<file path="config.mk">
export PLATFORM = sky130hd
export DESIGN_NAME = qlearning_slot_selector
export DESIGN_NICKNAME = d
export VERILOG_FILES = /design/src/sv/qss_pkg.sv /design/src/sv/qss_table.sv /design/src/sv/qlearning_slot_selector.sv
export VERILOG_INCLUDE_DIRS = /design/src /design/src/sv
export SDC_FILE = /design/constraint.sdc
export NUM_CORES = 2
export LEC_CHECK = 0
export ABC_AREA = 1
export BUFFER_PORTS_ARGS = -buffer_cell sky130_fd_sc_hd__buf_2
export CAP_MARGIN = 20
export CORE_MARGIN = 2
export CORE_UTILIZATION = 64
export CTS_BUF_LIST = sky130_fd_sc_hd__clkbuf_8
export DETAILED_ROUTE_END_ITERATION = 6
export PLACE_DENSITY_LB_ADDON = 0.25
export REMOVE_ABC_BUFFERS = 1
export SLEW_MARGIN = 20
export SYNTH_ARGS = -nofsm -noshare
export SYNTH_HDL_FRONTEND = slang
export SYNTH_SLANG_ARGS = --single-unit
</file>
<file path="constraint.sdc">
create_clock -name clk -period 11.4 [get_ports clk]
set_input_delay 0 -clock clk [delete_from_list [all_inputs] [get_ports clk]]
set_output_delay 0 -clock clk [all_outputs]
set_load 0.03 [all_outputs]
</file>
<file path="src/sv/qlearning_slot_selector_defines.svh">
// ---------------------------------------------------------------------------
// qlearning slot selector assertion macros
// concurrent checks on clk, quiet while rst_n is low
// ---------------------------------------------------------------------------
`ifndef QLEARNING_SLOT_SELECTOR_DEFINES_SVH
`define QLEARNING_SLOT_SELECTOR_DEFINES_SVH

`ifndef SYNTHESIS

// same-cycle implication
`define QSS_ASSERT_IMPL(name, ante, cons) \
    name: assert property (@(posedge clk) disable iff (!rst_n) (ante) |-> (cons)) \
        else $error("qss check failed");

// next-cycle implication
`define QSS_ASSERT_NEXT(name, ante, cons) \
    name: assert property (@(posedge clk) disable iff (!rst_n) (ante) |=> (cons)) \
        else $error("qss check failed");

`else

`define QSS_ASSERT_IMPL(name, ante, cons)
`define QSS_ASSERT_NEXT(name, ante, cons)

`endif

`endif

</file>
<file path="src/sv/qss_pkg.sv">
// ---------------------------------------------------------------------------
// qss_pkg
// shared constants and types of the q-learning slot selector
// ---------------------------------------------------------------------------
package qss_pkg;

    localparam int SLOT_W    = 4;   // width of slot index fields
    localparam int RATE_W    = 16;  // q0.16 rates
    localparam int FIELD_W   = 16;  // q6.10 value fields
    localparam int REG_IDX_W = 3;

    // register indexes
    localparam logic [REG_IDX_W-1:0] REG_LEARNING_RATE   = 3'd0;
    localparam logic [REG_IDX_W-1:0] REG_DISCOUNT        = 3'd1;
    localparam logic [REG_IDX_W-1:0] REG_EPSILON_MAX     = 3'd2;
    localparam logic [REG_IDX_W-1:0] REG_DECAY_NUMERATOR = 3'd3;
    localparam logic [REG_IDX_W-1:0] REG_REWARD_SUCCESS  = 3'd4;
    localparam logic [REG_IDX_W-1:0] REG_REWARD_FAILURE  = 3'd5;

    // register reset values
    localparam logic [RATE_W-1:0]         RST_LEARNING_RATE   = 16'd6554;
    localparam logic [RATE_W-1:0]         RST_DISCOUNT        = 16'd62259;
    localparam logic [RATE_W-1:0]         RST_EPSILON_MAX     = 16'd32768;
    localparam logic [RATE_W-1:0]         RST_DECAY_NUMERATOR = 16'd10000;
    localparam logic signed [FIELD_W-1:0] RST_REWARD_SUCCESS  = 16'sd0;
    localparam logic signed [FIELD_W-1:0] RST_REWARD_FAILURE  = -16'sd1024;

    // item commands
    localparam logic CMD_TICK  = 1'b0;
    localparam logic CMD_WRITE = 1'b1;

    // transmit outcome codes
    localparam logic [1:0] OUTCOME_NONE    = 2'd0;
    localparam logic [1:0] OUTCOME_SUCCESS = 2'd1;

    // rounding bias for q0.16 products
    localparam int ROUND_BIAS = 32768;

    typedef struct packed {
        logic wr_en;
        logic rd_en;
    } mem_ctl_t;

endpackage

</file>
<file path="src/sv/qss_table.sv">
// ---------------------------------------------------------------------------
// qss_table
// q value store: one write and one registered read port, zero until written
// ---------------------------------------------------------------------------
module qss_table #(
    parameter int SLOTS      = 16,
    parameter int VALUE_BITS = 16,
    parameter int IDX_W      = 4
) (
    input  logic                         clk,
    input  logic                         rst_n,
    input  qss_pkg::mem_ctl_t            ctl,
    input  logic [IDX_W-1:0]             wr_addr,
    input  logic signed [VALUE_BITS-1:0] wr_data,
    input  logic [IDX_W-1:0]             rd_addr,
    output logic signed [VALUE_BITS-1:0] rd_data
);

    logic signed [VALUE_BITS-1:0] mem [SLOTS];
    logic [SLOTS-1:0]             valid_reg;
    logic signed [VALUE_BITS-1:0] rd_data_reg;

    always_ff @(posedge clk or negedge rst_n)
    begin
        if (!rst_n)
        begin
            valid_reg <= '0;
        end
        else if (ctl.wr_en)
        begin
            valid_reg[wr_addr] <= 1'b1;
        end
    end

    always_ff @(posedge clk)
    begin
        if (ctl.wr_en)
        begin
            mem[wr_addr] <= wr_data;
        end
    end

    // entries never written read as zero
    always_ff @(posedge clk)
    begin
        if (ctl.rd_en)
        begin
            rd_data_reg <= valid_reg[rd_addr] ? mem[rd_addr] : '0;
        end
    end

    assign rd_data = rd_data_reg;

endmodule

</file>
<file path="src/sv/qlearning_slot_selector.sv">
// ---------------------------------------------------------------------------
// qlearning_slot_selector
// epsilon-greedy q-learning choice of the transmit slot of a slotframe
// ---------------------------------------------------------------------------
//
//  channel   handshake               payload
//  -------   ---------------------   ---------------------------------------
//  item      item_valid/item_stall   command tx_outcome rand_* explore_slot
//                                    entry_index entry_value
//  result    result_valid/           slot old_slot slot_changed explored
//            result_stall            updated new_value
//  config    cfg_valid/cfg_ready     cfg_index cfg_data
//
//  a table write or a tick without outcome goes from idle straight to done
//  a learning tick scans, drains, multiplies twice, writes back and, when it
//  exploits, scans again; each argmax scan reads the start entry, then every entry
//  reset clears the table through per-entry valid bits, no clearing pass
//  the result register lets the next item in while a result is stalled; a
//  finished item waits in its last cycle only if the earlier result is stuck
//
`include "qlearning_slot_selector_defines.svh"

module qlearning_slot_selector #(
    parameter int SLOTS      = 16,
    parameter int VALUE_BITS = 16
) (
    input  logic                                 clk,
    input  logic                                 rst_n,

    // item channel
    input  logic                                 item_valid,
    output logic                                 item_stall,
    input  logic                                 command,
    input  logic [1:0]                           tx_outcome,
    input  logic [qss_pkg::RATE_W-1:0]           rand_policy,
    input  logic [qss_pkg::SLOT_W-1:0]           rand_start_update,
    input  logic [qss_pkg::SLOT_W-1:0]           rand_start_select,
    input  logic [qss_pkg::SLOT_W-1:0]           explore_slot,
    input  logic [qss_pkg::SLOT_W-1:0]           entry_index,
    input  logic signed [qss_pkg::FIELD_W-1:0]   entry_value,

    // result channel
    output logic                                 result_valid,
    input  logic                                 result_stall,
    output logic [qss_pkg::SLOT_W-1:0]           slot,
    output logic [qss_pkg::SLOT_W-1:0]           old_slot,
    output logic                                 slot_changed,
    output logic                                 explored,
    output logic                                 updated,
    output logic signed [qss_pkg::FIELD_W-1:0]   new_value,

    // configuration channel
    input  logic                                 cfg_valid,
    output logic                                 cfg_ready,
    input  logic [qss_pkg::REG_IDX_W-1:0]        cfg_index,
    input  logic [qss_pkg::RATE_W-1:0]           cfg_data
);

    localparam int IDX_W = $clog2(SLOTS);
    localparam int CNT_W = $clog2(SLOTS + 1);
    // arithmetic width: value or reward width plus headroom for the update
    localparam int AW    = ((VALUE_BITS > qss_pkg::FIELD_W) ? VALUE_BITS
                                                            : qss_pkg::FIELD_W) + 6;
    localparam int PW    = AW + qss_pkg::RATE_W + 1;
    localparam int EPW   = 2 * qss_pkg::RATE_W + 1;
    localparam int MOD_STEPS = (1 << qss_pkg::SLOT_W) / 2;

    localparam logic signed [AW-1:0] Q_HI = (AW'(1) <<< (VALUE_BITS - 1)) - AW'(1);
    localparam logic signed [AW-1:0] Q_LO = -Q_HI - AW'(1);

    // state codes
    localparam logic [3:0] ST_IDLE   = 4'd0;
    localparam logic [3:0] ST_SCAN1  = 4'd1;
    localparam logic [3:0] ST_DRAIN1 = 4'd2;
    localparam logic [3:0] ST_MUL1   = 4'd3;
    localparam logic [3:0] ST_MUL2   = 4'd4;
    localparam logic [3:0] ST_WRITE  = 4'd5;
    localparam logic [3:0] ST_SCAN2  = 4'd6;
    localparam logic [3:0] ST_DRAIN2 = 4'd7;
    localparam logic [3:0] ST_DONE   = 4'd8;

    // slot field modulo SLOTS, repeated subtract on a 4-bit value
    function automatic logic [IDX_W-1:0] mod_slots(input logic [qss_pkg::SLOT_W-1:0] v);
        logic [qss_pkg::SLOT_W-1:0] r;
        r = v;
        for (int k = 0; k < MOD_STEPS; k++)
        begin
            if (32'(r) >= SLOTS)
            begin
                r = r - qss_pkg::SLOT_W'(SLOTS);
            end
        end
        return IDX_W'(r);
    endfunction

    // clamp to the signed q value range
    function automatic logic signed [VALUE_BITS-1:0] sat_q(input logic signed [AW-1:0] v);
        logic signed [AW-1:0] c;
        c = v;
        if (v > Q_HI)
        begin
            c = Q_HI;
        end
        else if (v < Q_LO)
        begin
            c = Q_LO;
        end
        return VALUE_BITS'(c);
    endfunction

    // configuration registers
    logic [qss_pkg::RATE_W-1:0]         lr_reg;
    logic [qss_pkg::RATE_W-1:0]         disc_reg;
    logic [qss_pkg::RATE_W-1:0]         emax_reg;
    logic [qss_pkg::RATE_W-1:0]         decay_reg;
    logic signed [qss_pkg::FIELD_W-1:0] rs_reg;
    logic signed [qss_pkg::FIELD_W-1:0] rf_reg;

    // control
    logic [3:0]             state_reg,  state_next;
    logic [CNT_W-1:0]       scan_cnt_reg, scan_cnt_next;
    logic [IDX_W-1:0]       start_reg,  start_next;
    logic                   rd_vld_reg;
    logic [CNT_W-1:0]       rd_cnt_reg;
    logic [IDX_W-1:0]       cur_slot_reg, cur_slot_next;
    logic [qss_pkg::RATE_W-1:0] tick_reg, tick_next;
    logic                   result_valid_reg, result_valid_next;

    // item fields held over the item's work
    logic                   tick_item_reg;
    logic                   success_reg;
    logic [qss_pkg::RATE_W-1:0] rand_reg;
    logic [IDX_W-1:0]       sel_start_reg;
    logic [IDX_W-1:0]       expl_idx_reg;

    // datapath
    logic signed [VALUE_BITS-1:0] best_val_reg;
    logic [IDX_W-1:0]             best_idx_reg;
    logic signed [VALUE_BITS-1:0] q_old_reg;
    logic signed [PW-1:0]         prod_reg,  prod_next;
    logic [EPW-1:0]               eprod_reg;
    logic signed [VALUE_BITS-1:0] newv_reg;
    logic                         explored_reg, explored_next;
    logic                         updated_reg;

    // result register
    logic [qss_pkg::SLOT_W-1:0]         res_slot_reg;
    logic [qss_pkg::SLOT_W-1:0]         res_old_reg;
    logic                               res_changed_reg;
    logic                               res_explored_reg;
    logic                               res_updated_reg;
    logic signed [qss_pkg::FIELD_W-1:0] res_value_reg;

    // table port
    qss_pkg::mem_ctl_t            mem_ctl;
    logic [IDX_W-1:0]             mem_wr_addr;
    logic signed [VALUE_BITS-1:0] mem_wr_data;
    logic [IDX_W-1:0]             mem_rd_addr;
    logic signed [VALUE_BITS-1:0] mem_rd_data;

    logic item_accept;
    logic result_load;
    logic cfg_write;
    logic [CNT_W-1:0] scan_m1;
    logic [CNT_W-1:0] rd_m1;
    logic [IDX_W-1:0] rd_idx;
    logic [IDX_W-1:0] final_slot;

    // arithmetic intermediates
    logic signed [AW-1:0] expected;
    logic signed [PW-1:0] rounded;
    logic signed [AW-1:0] scaled;
    logic signed [AW-1:0] reward;
    logic signed [AW-1:0] diff;
    logic signed [AW-1:0] q_sum;
    logic signed [PW-1:0] rate_disc;
    logic signed [PW-1:0] rate_lr;

    assign cfg_ready    = 1'b1;
    assign cfg_write    = cfg_valid && cfg_ready;
    assign item_stall   = (state_reg != ST_IDLE);
    assign item_accept  = item_valid && !item_stall;
    assign result_load  = (state_reg == ST_DONE) && (!result_valid_reg || !result_stall);

    assign scan_m1 = scan_cnt_reg - CNT_W'(1);
    assign rd_m1   = rd_cnt_reg - CNT_W'(1);
    assign rd_idx  = rd_m1[IDX_W-1:0];

    // ------------------------------------------------------------------
    // configuration registers
    // ------------------------------------------------------------------
    always_ff @(posedge clk or negedge rst_n)
    begin
        if (!rst_n)
        begin
            lr_reg    <= qss_pkg::RST_LEARNING_RATE;
            disc_reg  <= qss_pkg::RST_DISCOUNT;
            emax_reg  <= qss_pkg::RST_EPSILON_MAX;
            decay_reg <= qss_pkg::RST_DECAY_NUMERATOR;
            rs_reg    <= qss_pkg::RST_REWARD_SUCCESS;
            rf_reg    <= qss_pkg::RST_REWARD_FAILURE;
        end
        else if (cfg_write)
        begin
            case (cfg_index)
                qss_pkg::REG_LEARNING_RATE:   lr_reg    <= cfg_data;
                qss_pkg::REG_DISCOUNT:        disc_reg  <= cfg_data;
                qss_pkg::REG_EPSILON_MAX:     emax_reg  <= cfg_data;
                qss_pkg::REG_DECAY_NUMERATOR: decay_reg <= cfg_data;
                qss_pkg::REG_REWARD_SUCCESS:  rs_reg    <= $signed(cfg_data);
                qss_pkg::REG_REWARD_FAILURE:  rf_reg    <= $signed(cfg_data);
                default:                      ;  // writes past the list are dropped
            endcase
        end
    end

    // ------------------------------------------------------------------
    // q table
    // ------------------------------------------------------------------
    qss_table #(
        .SLOTS      (SLOTS),
        .VALUE_BITS (VALUE_BITS),
        .IDX_W      (IDX_W)
    ) u_table (
        .clk     (clk),
        .rst_n   (rst_n),
        .ctl     (mem_ctl),
        .wr_addr (mem_wr_addr),
        .wr_data (mem_wr_data),
        .rd_addr (mem_rd_addr),
        .rd_data (mem_rd_data)
    );

    // ------------------------------------------------------------------
    // update arithmetic
    // rate products round to nearest, ties up: (p + 2^15) >>> 16
    // ------------------------------------------------------------------
    assign rate_disc = PW'($signed({1'b0, disc_reg}));
    assign rate_lr   = PW'($signed({1'b0, lr_reg}));
    assign expected  = AW'(best_val_reg) + AW'(rs_reg);
    assign rounded   = prod_reg + PW'(qss_pkg::ROUND_BIAS);
    assign scaled    = AW'(rounded >>> qss_pkg::RATE_W);
    assign reward    = success_reg ? AW'(rs_reg) : AW'(rf_reg);
    assign diff      = reward + scaled - AW'(q_old_reg);
    assign q_sum     = AW'(q_old_reg) + scaled;

    always_comb
    begin
        prod_next = prod_reg;
        case (state_reg)
            ST_MUL1:  prod_next = PW'(expected) * rate_disc;  // discount * (best + success reward)
            ST_MUL2:  prod_next = PW'(diff) * rate_lr;        // lr * (target - q)
            default:  prod_next = prod_reg;
        endcase
    end

    // explore when rand < min(eps_max, floor(decay*2^16 / ticks)), i.e. when
    // rand < eps_max and (rand + 1) * ticks <= decay * 2^16, no divider needed
    always_comb
    begin
        explored_next = (rand_reg < emax_reg) &&
                        ((tick_reg == '0) ||
                         (eprod_reg <= EPW'({decay_reg, {qss_pkg::RATE_W{1'b0}}})));
    end

    // ------------------------------------------------------------------
    // sequencer
    // ------------------------------------------------------------------
    assign final_slot = !updated_reg ? cur_slot_reg :
                        (explored_reg ? expl_idx_reg : best_idx_reg);

    always_comb
    begin
        state_next        = state_reg;
        scan_cnt_next     = scan_cnt_reg;
        start_next        = start_reg;
        cur_slot_next     = cur_slot_reg;
        tick_next         = tick_reg;
        result_valid_next = result_valid_reg;
        mem_ctl.wr_en     = 1'b0;
        mem_ctl.rd_en     = 1'b0;
        mem_wr_addr       = mod_slots(entry_index);
        mem_wr_data       = sat_q(AW'(entry_value));
        mem_rd_addr       = (scan_cnt_reg == '0) ? start_reg : scan_m1[IDX_W-1:0];

        // result register drains independently of the sequencer
        if (result_valid_reg && !result_stall)
        begin
            result_valid_next = 1'b0;
        end

        case (state_reg)
            ST_IDLE:
            begin
                if (item_accept)
                begin
                    if (command == qss_pkg::CMD_WRITE)
                    begin
                        mem_ctl.wr_en = 1'b1;
                        state_next    = ST_DONE;
                    end
                    else if (tx_outcome == qss_pkg::OUTCOME_NONE)
                    begin
                        state_next = ST_DONE;
                    end
                    else
                    begin
                        scan_cnt_next = '0;
                        start_next    = mod_slots(rand_start_update);
                        state_next    = ST_SCAN1;
                    end
                end
            end
            ST_SCAN1, ST_SCAN2:
            begin
                // read the start entry, then entries 0 .. SLOTS-1
                mem_ctl.rd_en = 1'b1;
                scan_cnt_next = scan_cnt_reg + CNT_W'(1);
                if (scan_cnt_reg == CNT_W'(SLOTS))
                begin
                    state_next = (state_reg == ST_SCAN1) ? ST_DRAIN1 : ST_DRAIN2;
                end
            end
            ST_DRAIN1:
            begin
                state_next = ST_MUL1;
            end
            ST_MUL1:
            begin
                state_next = ST_MUL2;
            end
            ST_MUL2:
            begin
                state_next = ST_WRITE;
            end
            ST_WRITE:
            begin
                mem_ctl.wr_en = 1'b1;
                mem_wr_addr   = cur_slot_reg;
                mem_wr_data   = sat_q(q_sum);
                if (explored_next)
                begin
                    state_next = ST_DONE;
                end
                else
                begin
                    scan_cnt_next = '0;
                    start_next    = sel_start_reg;
                    state_next    = ST_SCAN2;
                end
            end
            ST_DRAIN2:
            begin
                state_next = ST_DONE;
            end
            ST_DONE:
            begin
                if (result_load)
                begin
                    result_valid_next = 1'b1;
                    cur_slot_next     = final_slot;
                    if (tick_item_reg)
                    begin
                        tick_next = tick_reg + qss_pkg::RATE_W'(1);
                    end
                    state_next = ST_IDLE;
                end
            end
            default:
            begin
                state_next = ST_IDLE;
            end
        endcase
    end

    always_ff @(posedge clk or negedge rst_n)
    begin
        if (!rst_n)
        begin
            state_reg        <= ST_IDLE;
            scan_cnt_reg     <= '0;
            start_reg        <= '0;
            rd_vld_reg       <= 1'b0;
            rd_cnt_reg       <= '0;
            cur_slot_reg     <= '0;
            tick_reg         <= '0;
            result_valid_reg <= 1'b0;
            updated_reg      <= 1'b0;
            explored_reg     <= 1'b0;
        end
        else
        begin
            state_reg        <= state_next;
            scan_cnt_reg     <= scan_cnt_next;
            start_reg        <= start_next;
            rd_vld_reg       <= mem_ctl.rd_en;
            rd_cnt_reg       <= scan_cnt_reg;
            cur_slot_reg     <= cur_slot_next;
            tick_reg         <= tick_next;
            result_valid_reg <= result_valid_next;
            if (item_accept)
            begin
                updated_reg  <= (command == qss_pkg::CMD_TICK) &&
                                (tx_outcome != qss_pkg::OUTCOME_NONE);
                explored_reg <= 1'b0;
            end
            else if (state_reg == ST_WRITE)
            begin
                explored_reg <= explored_next;
            end
        end
    end

    // ------------------------------------------------------------------
    // item fields and datapath registers
    // ------------------------------------------------------------------
    always_ff @(posedge clk)
    begin
        if (item_accept)
        begin
            tick_item_reg <= (command == qss_pkg::CMD_TICK);
            success_reg   <= (tx_outcome == qss_pkg::OUTCOME_SUCCESS);
            rand_reg      <= rand_policy;
            sel_start_reg <= mod_slots(rand_start_select);
            expl_idx_reg  <= mod_slots(explore_slot);
            newv_reg      <= '0;
        end

        // scan compare: first read seeds the maximum with the start entry
        if (rd_vld_reg)
        begin
            if (rd_cnt_reg == '0)
            begin
                best_val_reg <= mem_rd_data;
                best_idx_reg <= start_reg;
            end
            else
            begin
                if (mem_rd_data > best_val_reg)
                begin
                    best_val_reg <= mem_rd_data;
                    best_idx_reg <= rd_idx;
                end
                if (rd_idx == cur_slot_reg)
                begin
                    q_old_reg <= mem_rd_data;
                end
            end
        end

        prod_reg <= prod_next;

        if (state_reg == ST_MUL1)
        begin
            eprod_reg <= EPW'({1'b0, rand_reg} + 17'd1) * EPW'(tick_reg);
        end

        if (state_reg == ST_WRITE)
        begin
            newv_reg <= sat_q(q_sum);
        end

        if (result_load)
        begin
            res_slot_reg     <= qss_pkg::SLOT_W'(final_slot);
            res_old_reg      <= qss_pkg::SLOT_W'(cur_slot_reg);
            res_changed_reg  <= (final_slot != cur_slot_reg);
            res_explored_reg <= explored_reg;
            res_updated_reg  <= updated_reg;
            res_value_reg    <= qss_pkg::FIELD_W'(newv_reg);
        end
    end

    assign result_valid = result_valid_reg;
    assign slot         = res_slot_reg;
    assign old_slot     = res_old_reg;
    assign slot_changed = res_changed_reg;
    assign explored     = res_explored_reg;
    assign updated      = res_updated_reg;
    assign new_value    = res_value_reg;

    // ------------------------------------------------------------------
    // checks
    // ------------------------------------------------------------------
    // the table is never read and written in one cycle
    `QSS_ASSERT_IMPL(a_port_exclusive, mem_ctl.wr_en, !mem_ctl.rd_en)

    // after the write-back either the select scan runs or the item finishes
    `QSS_ASSERT_NEXT(a_write_then, state_reg == ST_WRITE, state_reg == ST_SCAN2 || state_reg == ST_DONE)

    // a loaded result shows the slot that is now in use
    `QSS_ASSERT_NEXT(a_slot_tracks, result_load, result_valid && (slot == qss_pkg::SLOT_W'(cur_slot_reg)))

endmodule
</file>
## After elaboration in Yosys (flattened, before gate mapping)

Memory sizes are Yosys's and may differ from the RTL's. A register that Yosys moved wholly into a read port is not among the register bits.
Index checks and enable logic that the tools add are counted.

- Register bits after elaboration: 330
- Latch bits: 0
- Bits in writable memories: 256
- Bits in read-only memories: 0
- Logic and storage cells: 173
- Memories: 1

- $add $sub $neg: 10
- Multipliers: 3
- Divide/modulo/power cells: 0
- Order comparisons: 10
- Equal/unequal tests: 23
- Shifts and indexed selects: 0
- Mux-type cells: 50
- Bitwise logic cells: 3
- Reduce and logical (&&, ||, !) cells: 39

Memories:

| memory | depth | bits a word | rd ports | clocked after Yosys merged registers in | write ports | line | RTL |
|---|---|---|---|---|---|---|---|
| u_table.mem | 16 | 16 | 1 | 1 | 1 | qss_table.sv:19 | `logic signed [VALUE_BITS-1:0] mem [SLOTS];` |

Operators with widths:

| kind | number |
|---|---|
| $mux W16 | 9 |
| $pmux W38 S2 | 1 |
| $mux W4 | 16 |
| $add A38 B17 Y38 const B | 1 |
| $mul A22 B17 Y38 | 1 |
| $mul A17 B17 Y34 | 1 |
| $le A33 B32 Y1 | 1 |
| $mul A17 B16 Y33 | 1 |
| $pmux W4 S8 | 1 |
| $add A16 B22 Y22 | 1 |
| $add A22 B22 Y22 | 1 |
| $gt A22 B16 Y1 const B | 1 |
| $lt A22 B16 Y1 const B | 1 |
| $mux W22 | 1 |
| $sub A22 B16 Y22 | 1 |
| $mux W5 | 4 |
| $add A16 B1 Y17 const B | 1 |
| $add A16 B16 Y17 | 1 |
| $add A16 B1 Y16 const B | 1 |
| $eq A4 B3 Y1 const B | 4 |
| $gt A16 B16 Y1 | 1 |
| $gt A16 B16 Y1 const B | 1 |
| $logic_not A16 Y1 | 1 |
| $lt A16 B16 Y1 | 1 |
| other kinds (39) | 85 |

## Logic depth before layout (Yosys ltp)

- Depth after elaboration: 7
- Mapped depth: 47
- Mapped depth without buffers: 47

## Hierarchy

From an unflattened synthesis, not the netlist that was laid out.

- Cells, all modules: 7182
- Area total of the unflattened synthesis: 62129.6 µm²

Modules (own cells, without submodules):

| module | instances | cells each | area each (µm²) | seq. area each (µm²) |
|---|---|---|---|---|
| qlearning_slot_selector | 1 | 5993 | 49718.9 | 8324.2 |
| qss_table | 1 | 1189 | 12410.7 | 8568.2 |

## Worst setup path before layout

Ideal clock, no wire load.

- Path type: reg2reg
- Start: register prod_reg[15]
- End: register prod_reg[37], data pin
- Arrival time: 8.462 ns
- Data required time: 11.132 ns
- Setup slack: 2.670 ns
- Cell stages (with the launch flop): 45
- Period minus slack after synthesis: 8.730 ns
- Path through: edfxtp_1 > ha_1 > nand2_1 > nor2_2 > nand2_2 > nor2_4 > nand2_2 > nor2_1 > nand4_1 > nor3_1 > nand3_1 > nor2_1 > a21oi_1 > a21oi_1 > fa_1 > ha_1 > nand2_1 > nor4_1 > [9 not listed] > clkbuf_1 > xnor2_1 > o21ai_0 > fa_1 > fa_1 > inv_1 > fa_1 > inv_1 > ha_1 > nand2_1 > nor2_1 > inv_1 > nor4_1 > nand3_1 > nand4_1 > a21oi_1 > o21ai_0 > nand2_1

- Word-level cells in the longest chain between the ends: 5

Ends and longest elaborated chain:

| item | line | RTL |
|---|---|---|
| start: declaration | qlearning_slot_selector.sv:140 | `logic signed [PW-1:0] prod_reg, prod_next;` |
| start signal: assignment | qlearning_slot_selector.sv:451 | `prod_reg <= prod_next;` |
| $add A38 B17 Y38 | qlearning_slot_selector.sv:241 | `assign rounded = prod_reg + PW'(qss_pkg::ROUND_BIAS);` |
| $add A22 B22 Y22 | qlearning_slot_selector.sv:244 | `assign diff = reward + scaled - AW'(q_old_reg);` |
| $sub A22 B16 Y22 | qlearning_slot_selector.sv:244 |  |
| $mul A22 B17 Y38 | qlearning_slot_selector.sv:252 | `ST_MUL2: prod_next = PW'(diff) * rate_lr;` |
| $pmux W38 S2 | qlearning_slot_selector.sv:250 | `case (state_reg)` |
| net prod_next[37] | qlearning_slot_selector.sv:140 |  |

The timed path passes the listed nets, and every way through them passes these cells.
A chain may end at the register's enable or synchronous reset.

## Final worst setup path

- Start: register prod_reg[17]
- End: register prod_reg[37], data pin

Same word-level chain as after synthesis.

==> results.yml <==
critical_path:
  critical_path.startpoint: "prod_reg[17]$_DFFE_PP_"
  reg2reg_depth: 38
  start_kind: "flip-flop"
  r2r_slack_ns: 1.36
  crit_buf_inv: 6
  crit_arrival_ns: 10.50
  crit_family: "adder cells"
  cp_slowest_stage_delay_ns: 0.93
  end_kind: "flip-flop"
  cp_max_fo: 14
  r2r-start: "prod_reg[17]$_DFFE_PP_"
  r2r_end: "prod_reg[37]$_DFFE_PP_"
  cp_data_required_time_ns: 11.86
  crit_type: "reg -> reg"
  cp_slowest_cell: "fa_1"
  cpMostUsedCell: "fa_1"
timing:
  worst_pin_slew_ns: 1.17
  slew_headroom: 0.217
  drv_slew: 0
  final.min_clock_period_ns: 10.04
  skew_ns: 0.0658
  fin_tns_setup_ns: 0
  rsz0062_at_grt: "false"
  period_share: 0.880
  hold-worst-slack_ns: -0.0602
  finalHoldViolCount: 8
  setup_viol: 0
  max_freq_ghz: 0.0996
clock_network:
  insertion_delay_ns: 0.77
  clk_path_buf_depth: 3
  numCtsBuffers: 91
  root_buffer: "clkbuf_8"
  htreeDepth: 3
  cts_resized: 0
  cts.sinks: 587
  path_clk_slew_ns: 0.07
  cts_tree: "built"
job:
  drv_cap: 0
drt:
  wl_per_cell_um: 21.4
  first_pass_iters: 6
  first_iter_violations: 4629
  via_per_inst: 5.83
  wirelength_um: 177000
  final_antenna_net_count: 0
  drc: 0
  vias: 48400
logic_synthesis:
  async_flop_share: 0.262
  yosys.cell_types.count: 62
  synthCells: 6829
  ys_ff_latch: 587
  yosys_warnings: 0
  synth-edff-count: 433
  yosysSeqAreaShare: 0.277
  synth_area_sq_um: 61000
  syn_avg_cell_area_sq_um: 8.93
  synth_flop_cell: "edfxtp_1"
floorplanning:
  die_w_um: 313
  die-area_sq_um: 97700
  rows: 113
  ios: 105
  initial_core_util: 0.643
  dieHeight_um: 313
  core_area_sq_um: 94700
final_layout:
  mostFrequentLayoutCells: "inv_1 (1458), nand2_1 (1173), fa_1 (844)"
  drive_gt1_frac: 0.0632
  final_common_cell: "inv_1"
  fillers: 7337
  finish.net_count: 8282
  largest_register_ffs: 256
  final_area_sq_um: 65500
  syn2layout_area_growth_pct: 7.38
global_routing:
  grt_max_degree: 91
  antenna_found_initial: 5
  grt_pass1_vias: 49200
  grt_usage: 0.368
  gr-total-overflow: 0
  grt_pass1_wl_um: 274000
min_path:
  holdPathStages: 3
  min-delay-start: "cfg_index[0]"
  holdPathEnd: "decay_reg[9]$_DFFE_PN1P_"
  hp-class: "in -> reg"
place:
  gp_congestion: 1.00
  dpl.hpwl_um: 132000
  dpl_cell_area_sq_um: 62500
  port_buffers: 103
status:
  violations: "negative hold slack"
  outcome: "finished with violations"
==> Yosys cell counts (46+ instances only) <==
library cell	instances	area (sq um)
o21ai_0	410	2050
edfxtp_1	433	13000
fa_1	844	16900
o22ai_1	87	544
inv_1	1430	5370
or2_2	46	288
nand2_1	1174	4410
xor2_1	92	806
a21oi_1	204	1020
clkbuf_1	168	631
dfrtp_1	125	3130
nand3_1	231	1160
ha_1	417	5220
nor2_1	709	2660
==> layout make-up <==
type / instances / area [sq um] / area share
multi-input combinational: 4568 / 37800 / 0.577
sequential: 587 / 16900 / 0.258
inverter: 1457 / 5470 / 0.0836
timing repair buffer: 241 / 1810 / 0.0277
tap: 1265 / 1580 / 0.0242
clock buffer: 103 / 1420 / 0.0217
clock inverter: 65 / 497 / 0.00759
antenna: 4 / 10.0 / 0.000153
==> worst max path at each step <==
| stage | endpoint | slack (ns) | cells past startpoint |
|---|---|---|---|
| after floorplan | prod_reg[37]$_DFFE_PP_ | 2.68 | 42 |
| after CTS | prod_reg[37]$_DFFE_PP_ | 1.46 | 38 |
| after detailed placement | prod_reg[37]$_DFFE_PP_ | 1.50 | 42 |
| final | prod_reg[37]$_DFFE_PP_ | 1.36 | 38 |
| after global routing | prod_reg[37]$_DFFE_PP_ | 0.69 | 40 |
| after global placement | prod_reg[36]$_DFFE_PP_ | 1.68 | 37 |
==> worst register-to-register path, delay by kind of cell, from the launching register on <==
family	cells	cell delay, ns
buf+inv	6	0.47
flops	1	0.43
fa+ha+maj	9	4.75
compound gates	4	0.39
simple gates	19	3.75
==> metrics by stage <==
step	setup WS (ns)	hold WS, ns	utilization	instances
after CTS	1.46	0.00690	0.690	8283
after global routing	0.691	0.00990	0.691	8288
after global placement	1.68	0.176	0.660	8023
final	1.36	-0.0602	0.691	8290
after detailed placement	1.50	0.178	0.660	8023
after floorplan	2.68	-0.296	-	6612
==> layer usage <==
metal / share of wire / vias up / track usage
met5: 0.00022 / - / 0
met4: 0.054 / 6 / 0.176
met3: 0.10 / 575 / 0.0757
met2: 0.47 / 2681 / 0.595
met1: 0.38 / 23700 / 0.478
li1: - / 21500 / -
==> cells by family after synthesis <==
family	share of synthesized area
other cells	0.0000615
compound gates	0.0736
flops	0.277
simple gates	0.158
mux	0.00378
fa+ha+maj	0.363
buf+inv	0.105
xor+xnor	0.0195
==> repair_timing <==
action                    in CTS  in global routing
hold buffers                  92                  2
setup buffers                  0                  0
hold endpoints to repair     478                  2
Power is left out: the tool's default activity adds up to more than one toggle a clock period on the data nets, which glitch-free logic cannot reach.
